**src/rtl/bfifo_pkg.sv**
```systemverilog
package bfifo_pkg;

   typedef enum logic [1:0] {
      CMD_PUSH      = 2'd0,
      CMD_PUSH_OVER = 2'd1,
      CMD_POP       = 2'd2,
      CMD_PEEK      = 2'd3
   } cmd_type;

   typedef struct packed {
      cmd_type    cmd;
      logic [7:0] data_in;
   } req_type;

   typedef struct packed {
      logic [7:0] data_out;
      logic       failed;
      logic [7:0] used_count;
      logic [7:0] free_count;
      logic       is_empty;
      logic       is_full;
   } rsp_type;

   typedef struct packed {
      logic [7:0] used_count;
      logic [7:0] free_count;
      logic       is_empty;
      logic       is_full;
   } count_type;

endpackage

```
**src/rtl/bfifo_store.sv**
```systemverilog
module bfifo_store #(
   parameter int DEPTH = 256,
   parameter int AW    = 8
) (
   input  logic          clock,
   input  logic          wr_en,
   input  logic [AW-1:0] wr_addr,
   input  logic [7:0]    wr_data,
   input  logic          rd_en,
   input  logic [AW-1:0] rd_addr,
   output logic [7:0]    rd_data
);

   logic [7:0] mem [DEPTH];
   logic [7:0] rd_data_ff;

   always_ff @(posedge clock) begin
      if (wr_en) begin
         mem[wr_addr] <= wr_data;
      end
   end

   always_ff @(posedge clock) begin
      if (rd_en) begin
         rd_data_ff <= mem[rd_addr];
      end
   end

   assign rd_data = rd_data_ff;

endmodule

```
**src/rtl/bfifo_count.sv**
```systemverilog
module bfifo_count #(
   parameter int IW = 8,
   parameter int LW = 9
) (
   input  logic [LW-1:0]        len,
   input  logic [IW-1:0]        rd_idx,
   input  logic [IW-1:0]        wr_idx,
   output bfifo_pkg::count_type count
);

   localparam int XW = (LW > 8) ? LW : 8;

   logic [LW-1:0] rd_ext;
   logic [LW-1:0] wr_ext;
   logic [LW-1:0] used;
   logic [LW-1:0] free;
   logic [XW-1:0] used_x;
   logic [XW-1:0] free_x;

   always_comb begin
      rd_ext = LW'(rd_idx);
      wr_ext = LW'(wr_idx);
      if (wr_ext >= rd_ext) begin
         used = wr_ext - rd_ext;
      end else begin
         used = len - (rd_ext - wr_ext);
      end
      free   = len - LW'(1) - used;
      used_x = XW'(used);
      free_x = XW'(free);
      count.used_count = used_x[7:0];
      count.free_count = free_x[7:0];
      count.is_empty   = (used == '0);
      count.is_full    = (free == '0);
   end

endmodule

```
**src/rtl/byte_ring_fifo.sv**
```systemverilog
// byte fifo on a circular store with push, push-over, pop and peek commands
//
// req channel: one command per transfer (req_valid / req_stall), payload
//   req_data with cmd and data_in. rsp channel: one result per command
//   (rsp_valid / rsp_stall) with the byte read, the fail flag and the
//   used / free counts and empty / full flags after the command.
// csr channel: csr_valid / csr_ready write of the ring length (2..DEPTH,
//   clamped); a write also empties the fifo. write only while idle.
// the command is taken in the idle state; the result is formed in the read
//   state from the registered read of the byte store and presented from the
//   output register. no new command is taken while in the read state.
// a finished result sits in the output register while the next command is
//   taken; if the receiver stalls, the following command is held in the
//   read state and req_stall stays high until the output register drains.
// reset: indices cleared (fifo empty), ring length DEPTH capped at 256, no
//   result pending. store contents are undefined until written.
module byte_ring_fifo #(
   parameter int DEPTH = 256
) (
   input  logic               clock,
   input  logic               reset,
   input  logic               req_valid,
   output logic               req_stall,
   input  bfifo_pkg::req_type req_data,
   output logic               rsp_valid,
   input  logic               rsp_stall,
   output bfifo_pkg::rsp_type rsp_data,
   input  logic               csr_valid,
   output logic               csr_ready,
   input  logic [8:0]         csr_data
);

   localparam int IW        = (DEPTH > 1) ? $clog2(DEPTH) : 1;
   localparam int LW        = $clog2(DEPTH + 1);
   localparam int CW        = (LW > 9) ? LW : 9;
   localparam int RESET_LEN = (DEPTH < 256) ? DEPTH : 256;

   typedef enum logic [1:0] {
      ST_IDLE = 2'b01,
      ST_READ = 2'b10
   } state_type;

   state_type state_ff, state_in;
   logic [IW-1:0] rd_idx_ff, rd_idx_in;
   logic [IW-1:0] wr_idx_ff, wr_idx_in;
   logic [LW-1:0] len_ff, len_in;
   logic          fail_ff, fail_in;
   logic          rd_ok_ff, rd_ok_in;
   logic          rsp_valid_ff, rsp_valid_in;
   bfifo_pkg::rsp_type rsp_data_ff, rsp_data_in;

   logic          accept;
   logic          out_free;
   logic [LW-1:0] wr_sum;
   logic [LW-1:0] rd_sum;
   logic [IW-1:0] wr_next;
   logic [IW-1:0] rd_next;
   logic          full;
   logic          empty;
   logic          mem_wr;
   logic [7:0]    mem_rdata;
   logic [CW-1:0] csr_ext;
   logic [CW-1:0] len_clamp;
   bfifo_pkg::count_type count;

   assign req_stall = (state_ff != ST_IDLE);
   assign csr_ready = (state_ff == ST_IDLE);
   assign accept    = req_valid && !req_stall;
   assign out_free  = !rsp_valid_ff || !rsp_stall;

   // ring index advance with wrap at the ring length
   always_comb begin
      wr_sum  = LW'(wr_idx_ff) + LW'(1);
      rd_sum  = LW'(rd_idx_ff) + LW'(1);
      wr_next = (wr_sum >= len_ff) ? '0 : wr_sum[IW-1:0];
      rd_next = (rd_sum >= len_ff) ? '0 : rd_sum[IW-1:0];
      full    = (wr_next == rd_idx_ff);
      empty   = (wr_idx_ff == rd_idx_ff);
   end

   always_comb begin
      csr_ext = CW'(csr_data);
      if (csr_ext < CW'(2)) begin
         len_clamp = CW'(2);
      end else if (csr_ext > CW'(DEPTH)) begin
         len_clamp = CW'(DEPTH);
      end else begin
         len_clamp = csr_ext;
      end
   end

   always_comb begin
      state_in     = state_ff;
      rd_idx_in    = rd_idx_ff;
      wr_idx_in    = wr_idx_ff;
      len_in       = len_ff;
      fail_in      = fail_ff;
      rd_ok_in     = rd_ok_ff;
      rsp_valid_in = rsp_valid_ff;
      rsp_data_in  = rsp_data_ff;
      mem_wr       = 1'b0;

      if (rsp_valid_ff && !rsp_stall) begin
         rsp_valid_in = 1'b0;
      end

      unique case (state_ff)
         ST_IDLE: begin
            if (csr_valid) begin
               len_in    = LW'(len_clamp);
               rd_idx_in = '0;
               wr_idx_in = '0;
            end
            if (accept) begin
               state_in = ST_READ;
               fail_in  = 1'b0;
               rd_ok_in = 1'b0;
               case (req_data.cmd)
                  bfifo_pkg::CMD_PUSH: begin
                     if (full) begin
                        fail_in = 1'b1;
                     end else begin
                        mem_wr    = 1'b1;
                        wr_idx_in = wr_next;
                     end
                  end
                  bfifo_pkg::CMD_PUSH_OVER: begin
                     mem_wr    = 1'b1;
                     wr_idx_in = wr_next;
                     // drop the oldest byte to make room
                     if (full) begin
                        rd_idx_in = rd_next;
                        fail_in   = 1'b1;
                     end
                  end
                  default: begin
                     if (empty) begin
                        fail_in = 1'b1;
                     end else begin
                        rd_ok_in = 1'b1;
                        if (req_data.cmd == bfifo_pkg::CMD_POP) begin
                           rd_idx_in = rd_next;
                        end
                     end
                  end
               endcase
            end
         end
         ST_READ: begin
            // counts come from the indices already updated by the command
            if (out_free) begin
               state_in                 = ST_IDLE;
               rsp_valid_in             = 1'b1;
               rsp_data_in.data_out     = rd_ok_ff ? mem_rdata : 8'd0;
               rsp_data_in.failed       = fail_ff;
               rsp_data_in.used_count   = count.used_count;
               rsp_data_in.free_count   = count.free_count;
               rsp_data_in.is_empty     = count.is_empty;
               rsp_data_in.is_full      = count.is_full;
            end
         end
         default: begin
            state_in = ST_IDLE;
         end
      endcase
   end

   always_ff @(posedge clock) begin
      if (reset) begin
         state_ff     <= ST_IDLE;
         rd_idx_ff    <= '0;
         wr_idx_ff    <= '0;
         len_ff       <= LW'(RESET_LEN);
         rsp_valid_ff <= 1'b0;
      end else begin
         state_ff     <= state_in;
         rd_idx_ff    <= rd_idx_in;
         wr_idx_ff    <= wr_idx_in;
         len_ff       <= len_in;
         rsp_valid_ff <= rsp_valid_in;
      end
   end

   always_ff @(posedge clock) begin
      fail_ff     <= fail_in;
      rd_ok_ff    <= rd_ok_in;
      rsp_data_ff <= rsp_data_in;
   end

   bfifo_store #(
      .DEPTH (DEPTH),
      .AW    (IW)
   ) u_store (
      .clock   (clock),
      .wr_en   (mem_wr),
      .wr_addr (wr_idx_ff),
      .wr_data (req_data.data_in),
      .rd_en   (accept),
      .rd_addr (rd_idx_ff),
      .rd_data (mem_rdata)
   );

   bfifo_count #(
      .IW (IW),
      .LW (LW)
   ) u_count (
      .len    (len_ff),
      .rd_idx (rd_idx_ff),
      .wr_idx (wr_idx_ff),
      .count  (count)
   );

   assign rsp_valid = rsp_valid_ff;
   assign rsp_data  = rsp_data_ff;

endmodule
```
**config.mk**
```make
export PLATFORM = sky130hd
export DESIGN_NAME = byte_ring_fifo
export DESIGN_NICKNAME = d
export VERILOG_FILES = /design/src/rtl/bfifo_pkg.sv /design/src/rtl/bfifo_store.sv /design/src/rtl/bfifo_count.sv /design/src/rtl/byte_ring_fifo.sv
export SDC_FILE = /design/constraint.sdc
export NUM_CORES = 2
export LEC_CHECK = 0
export BUFFER_PORTS_ARGS = -buffer_cell sky130_fd_sc_hd__buf_2
export CORE_ASPECT_RATIO = 2
export CORE_MARGIN = 2
export CORE_UTILIZATION = 35
export CTS_BUF_LIST = sky130_fd_sc_hd__clkbuf_8
export CTS_CLUSTER_DIAMETER = 40
export DETAILED_ROUTE_END_ITERATION = 7
export PLACE_DENSITY = 0.6
export REMOVE_ABC_BUFFERS = 1
export SYNTH_ARGS = -nofsm -noshare
export SYNTH_HDL_FRONTEND = slang
export SYNTH_SLANG_ARGS = --single-unit
```
**constraint.sdc**
```tcl
create_clock -name clock -period 11.2 [get_ports clock]
set_clock_uncertainty 0.05 [all_clocks]
set_input_delay 1.12 -clock clock [delete_from_list [all_inputs] [get_ports clock]]
set_output_delay 1.12 -clock clock [all_outputs]
set_load 0.02 [all_outputs]
```
==> metrics.md <==
| Metric | Value |
|---|---|
| Status | `completed` |
| Fin crit share | `roughly 58%` |
| Sw Ratio | `between 20% and 30%` |
| Minimum clock period | `between 6 and 7 ns` |
| Arrival @ worst endpoint | `approximately 7 ns` |
| Hold path depth | `3` |
| Total Wirelength | `between 200 and 250 mm` |
| Die span in x | `about 350 um` |
| Core region area | `0.2374 mm^2` |
| Main synth FF type | `edfxtp_1` |
| Vias in the first global route | `around 41,000` |
| Cell count after synthesis | `approximately 3,700` |
| Synth Warn # | `0` |
| Fin. max-slew vios | `0` |
| Unrepaired setup endpoints after global routing | `false` |
| Worst Path Max Fanout | `18` |
| Post-Syn Area | `0.08357 mm^2` |
| Count leader, synth | `edfxtp_1` |
| Synth area leaders | `edfxtp_1 (75%), mux4_2 (18%), nor2_1 (1.3%), ha_1 (0.72%), dfxtp_1 (0.67%)` |
| Final Hold Viols | `0` |
| Distinct cells, synth | `just over 60` |
| CP Cell Sequence | `ha_1, nand2_1, or3_1, and2_1, inv_1, ha_1, a21oi_1, o21ai_0, a41oi_1, a311oi_1, o22ai_1, o41a_1, nand3_2, nor2_1` |
| I/O Buffers | `between 50 and 60` |
| Path type of the worst min-delay path | `input port to register` |
| Setup Total Neg Slack | `0 ns` |
| Max_cap viols | `0` |
| Highest clock rate | `~150 MHz` |
| CTS Hold Bufs | `0` |
| Drt drc | `0` |
| Hold WS | `about 0.43 ns` |
| Power Density | `between 150 and 200 mW/mm^2` |
| Flop2flop setup slack | `between 4 and 5 ns` |
| Critical Path Max Stage Delay | `between 1 and 1.5 ns` |
| Iteration count of the initial detailed-routing pass | `6` |
| #FFs+latches synth | `around 2,100` |
| Worst Path Buf+Inv | `1` |
| Reg2reg start | `wr_idx_ff[0]$_SDFFE_PP0P_` |
| Sw Pwr | `0.003164 W` |
| Largest net degree at the start of global routing | `166` |
| Worst setup SP type | `register` |
| Synth cell count leaders | `edfxtp_1 (2,085), mux4_2 (680), nor2_1 (299)` |
| Setup Viol. Count Final | `0` |
| Vias per cell | `5.327` |
| Gr usage total | `17.11%` |
| Total CTS buffers | `280` |
| Post-synth ARST share | `0%` |
| Area growth from synthesis to layout | `11.05%` |
| Post-synth top area share | `roughly 75%` |
| Grt ovf | `0` |
| Most frequent CP cell | `ha_1` |
| Peak VDD IR | `about 0.000084 V` |
| Chip Height | `slightly below 700 um` |
| Initial antenna violation count | `4` |
| Initial core utilization | `35.20%` |
| Max_slew headroom | `roughly 7.1%` |
| RePlAce Congestion | `0.8645` |
| CP top delay family | `simple AND/OR/NAND/NOR gates` |
| Iter 0 DRT Violations | `3,024` |
| DP Cell Count | `6,703` |
| Setup bufs post-CTS | `0` |
| First-pass GRT wire length | `slightly below 300 mm` |
| Synthesized area per cell | `approximately 22 um^2` |
| TritonCTS clock tree | `done` |
| Htree depth | `5` |
| TritonCTS Sinks | `2,113` |
| Layout cells sized above 1 | `between 20% and 30%` |
| Worst r2r path cells | `14` |
| Int Pwr | `0.01176 W` |
| Seq/Total Area, Yosys | `between 70% and 80%` |
| CP max-delay cell | `nand3_2` |
| Nets@finish | `4,007` |
| CTS clk-pin slew, worst paths | `around 0.070 ns` |
| PostCTS Resize Cnt | `0` |
| Clock latency on the worst-skew pair | `a little under 1 ns` |
| Root Driver | `clkbuf_8` |
| Crit Path Category | `register to register` |
| Mean routed wirelength per cell | `approximately 29 um` |
| Pleak | `approximately 28 nW` |
| DRT antenna net count | `0` |
| Total vias in the final route | `38,310` |
| CTS Buffer Depth | `4` |
| Reg power frac | `between 50% and 60%` |
| Worst reg2reg endpoint | `u_store.mem[88][2]$_DFFE_PP_` |
| Die area | `roughly 0.24 mm^2` |
| Clk pwr share | `about two fifths` |
| Post-synth EDFFs | `2,085` |
| Worst-Margin Slew | `about 1.4 ns` |
| Row cnt | `253` |
| Hold Path Origin | `csr_data[3]` |
| Crit path required time | `11.66 ns` |
| Setup crit end kind | `register` |
| Number of top-level pins | `54` |
| Most area-hungry cell type in the Yosys netlist | `edfxtp_1` |
| Worst Hold Endpoint | `len_ff[3]$_SDFFE_PP0P_` |
| Part of the power in combinational logic | `2.7%` |
| Final HPWL DP | `~130 mm` |
| Non-Filler Instances | `~7,000` |
registers in the layout, indices dropped and copies added, names as in the netlist:
signal	cells
u_store.rd_data	8
len_ff	9
rsp_valid	1
state_ff	2
wr_idx_ff	8
fail_ff	1
rd_idx_ff	8
u_store.mem	2048
rd_ok_ff	1
rsp_data	27
routing by layer:
| layer | global-route usage (%) | up-vias | share of wire (%) |
|---|---|---|---|
| met2 | 33.35 | 1282 | 57 |
| met3 | 2.307 | 404 | 4.4 |
| li1 | - | 16050 | - |
| met1 | 17.54 | 20580 | 33 |
| met5 | 0 | - | 0.0057 |
| met4 | 8.586 | 2 | 5.3 |
worst max-delay path by stage:
stage                                         start                            end  slack, ns  cells past startpoint
after global placement    wr_idx_ff[0]$_SDFFE_PP0P_   u_store.mem[40][3]$_DFFE_PP_       4.77                     14
after CTS                 wr_idx_ff[0]$_SDFFE_PP0P_  u_store.mem[186][2]$_DFFE_PP_       4.82                     14
after global routing      wr_idx_ff[0]$_SDFFE_PP0P_  u_store.mem[186][2]$_DFFE_PP_       4.35                     14
after floorplan           rd_idx_ff[0]$_SDFFE_PP0P_      rd_idx_ff[0]$_SDFFE_PP0P_     -14.37                     12
final                     wr_idx_ff[0]$_SDFFE_PP0P_   u_store.mem[88][2]$_DFFE_PP_       4.69                     14
after detailed placement  wr_idx_ff[0]$_SDFFE_PP0P_   u_store.mem[40][3]$_DFFE_PP_       4.83                     14
final cells by class:
cell class	count	area [um^2]
fill	21000	144600
antenna	4	10.01
timing repair buffer	97	750.7
tap	3060	3829
multi-input combinational	1362	19300
clock buffer	287	3950
clock inverter	198	1506
sequential	2113	63180
inverter	71	274.0
cell families after synthesis:
| kind of cell | count (synthesis) | synth area share (%) |
|---|---|---|
| adder cells (fa/ha/maj) | 58 | 0.9582 |
| AND/OR/NAND/NOR | 469 | 2.405 |
| multiplexers | 686 | 18.40 |
| AO/OA/AOI/OAI | 118 | 0.9133 |
| buffers and inverters | 273 | 1.357 |
| flip-flops | 2113 | 75.59 |
| XOR/XNOR | 31 | 0.3743 |
power groups by stage:
stage               registers (W)  logic (W)  clock network (W)
floorplan                 0.00889   0.000264                  0
global placement          0.00887   0.000410                  0
detailed placement        0.00887   0.000415                  0
CTS                       0.00870   0.000415            0.00595
global route              0.00870   0.000438            0.00624
finish                    0.00870   0.000405            0.00582
layout by cell type (no fill, tap or decap), drive strengths merged, types with 23 or more instances in the layout:
master,instances
clkinv,100
clkbuf,287
nor2,299
buf,97
o21ai,28
inv,134
nand3,30
ha,48
mux4,680
a21oi,37
nand2,64
bufinv,23
xnor2,24
edfxtp,2085
dfxtp,28
stage by stage:
stage	setup WS, ns	instance area [um^2]	power, W	utilization [%]
global route	4.345	92800	0.01537	39.09
CTS	4.817	92790	0.01506	39.08
finish	4.687	92800	0.01492	39.09
detailed placement	4.832	87340	0.009288	36.79
global placement	4.769	87340	0.009284	36.79
floorplan	-14.37	82700	0.009157	-
worst register-to-register path: stages (launching register included):
cell and delay (ns):
dfxtp_1 0.65, ha_1 0.41, nand2_1 0.13, or3_1 0.35, and2_1 0.21, inv_1 0.07, ha_1 0.23, a21oi_1 0.15
o21ai_0 0.14, a41oi_1 0.43, a311oi_1 0.19, o22ai_1 0.28, o41a_1 0.79, nand3_2 1.07, nor2_1 0.95
No activity file was read; power rests on OpenSTA's default activity.
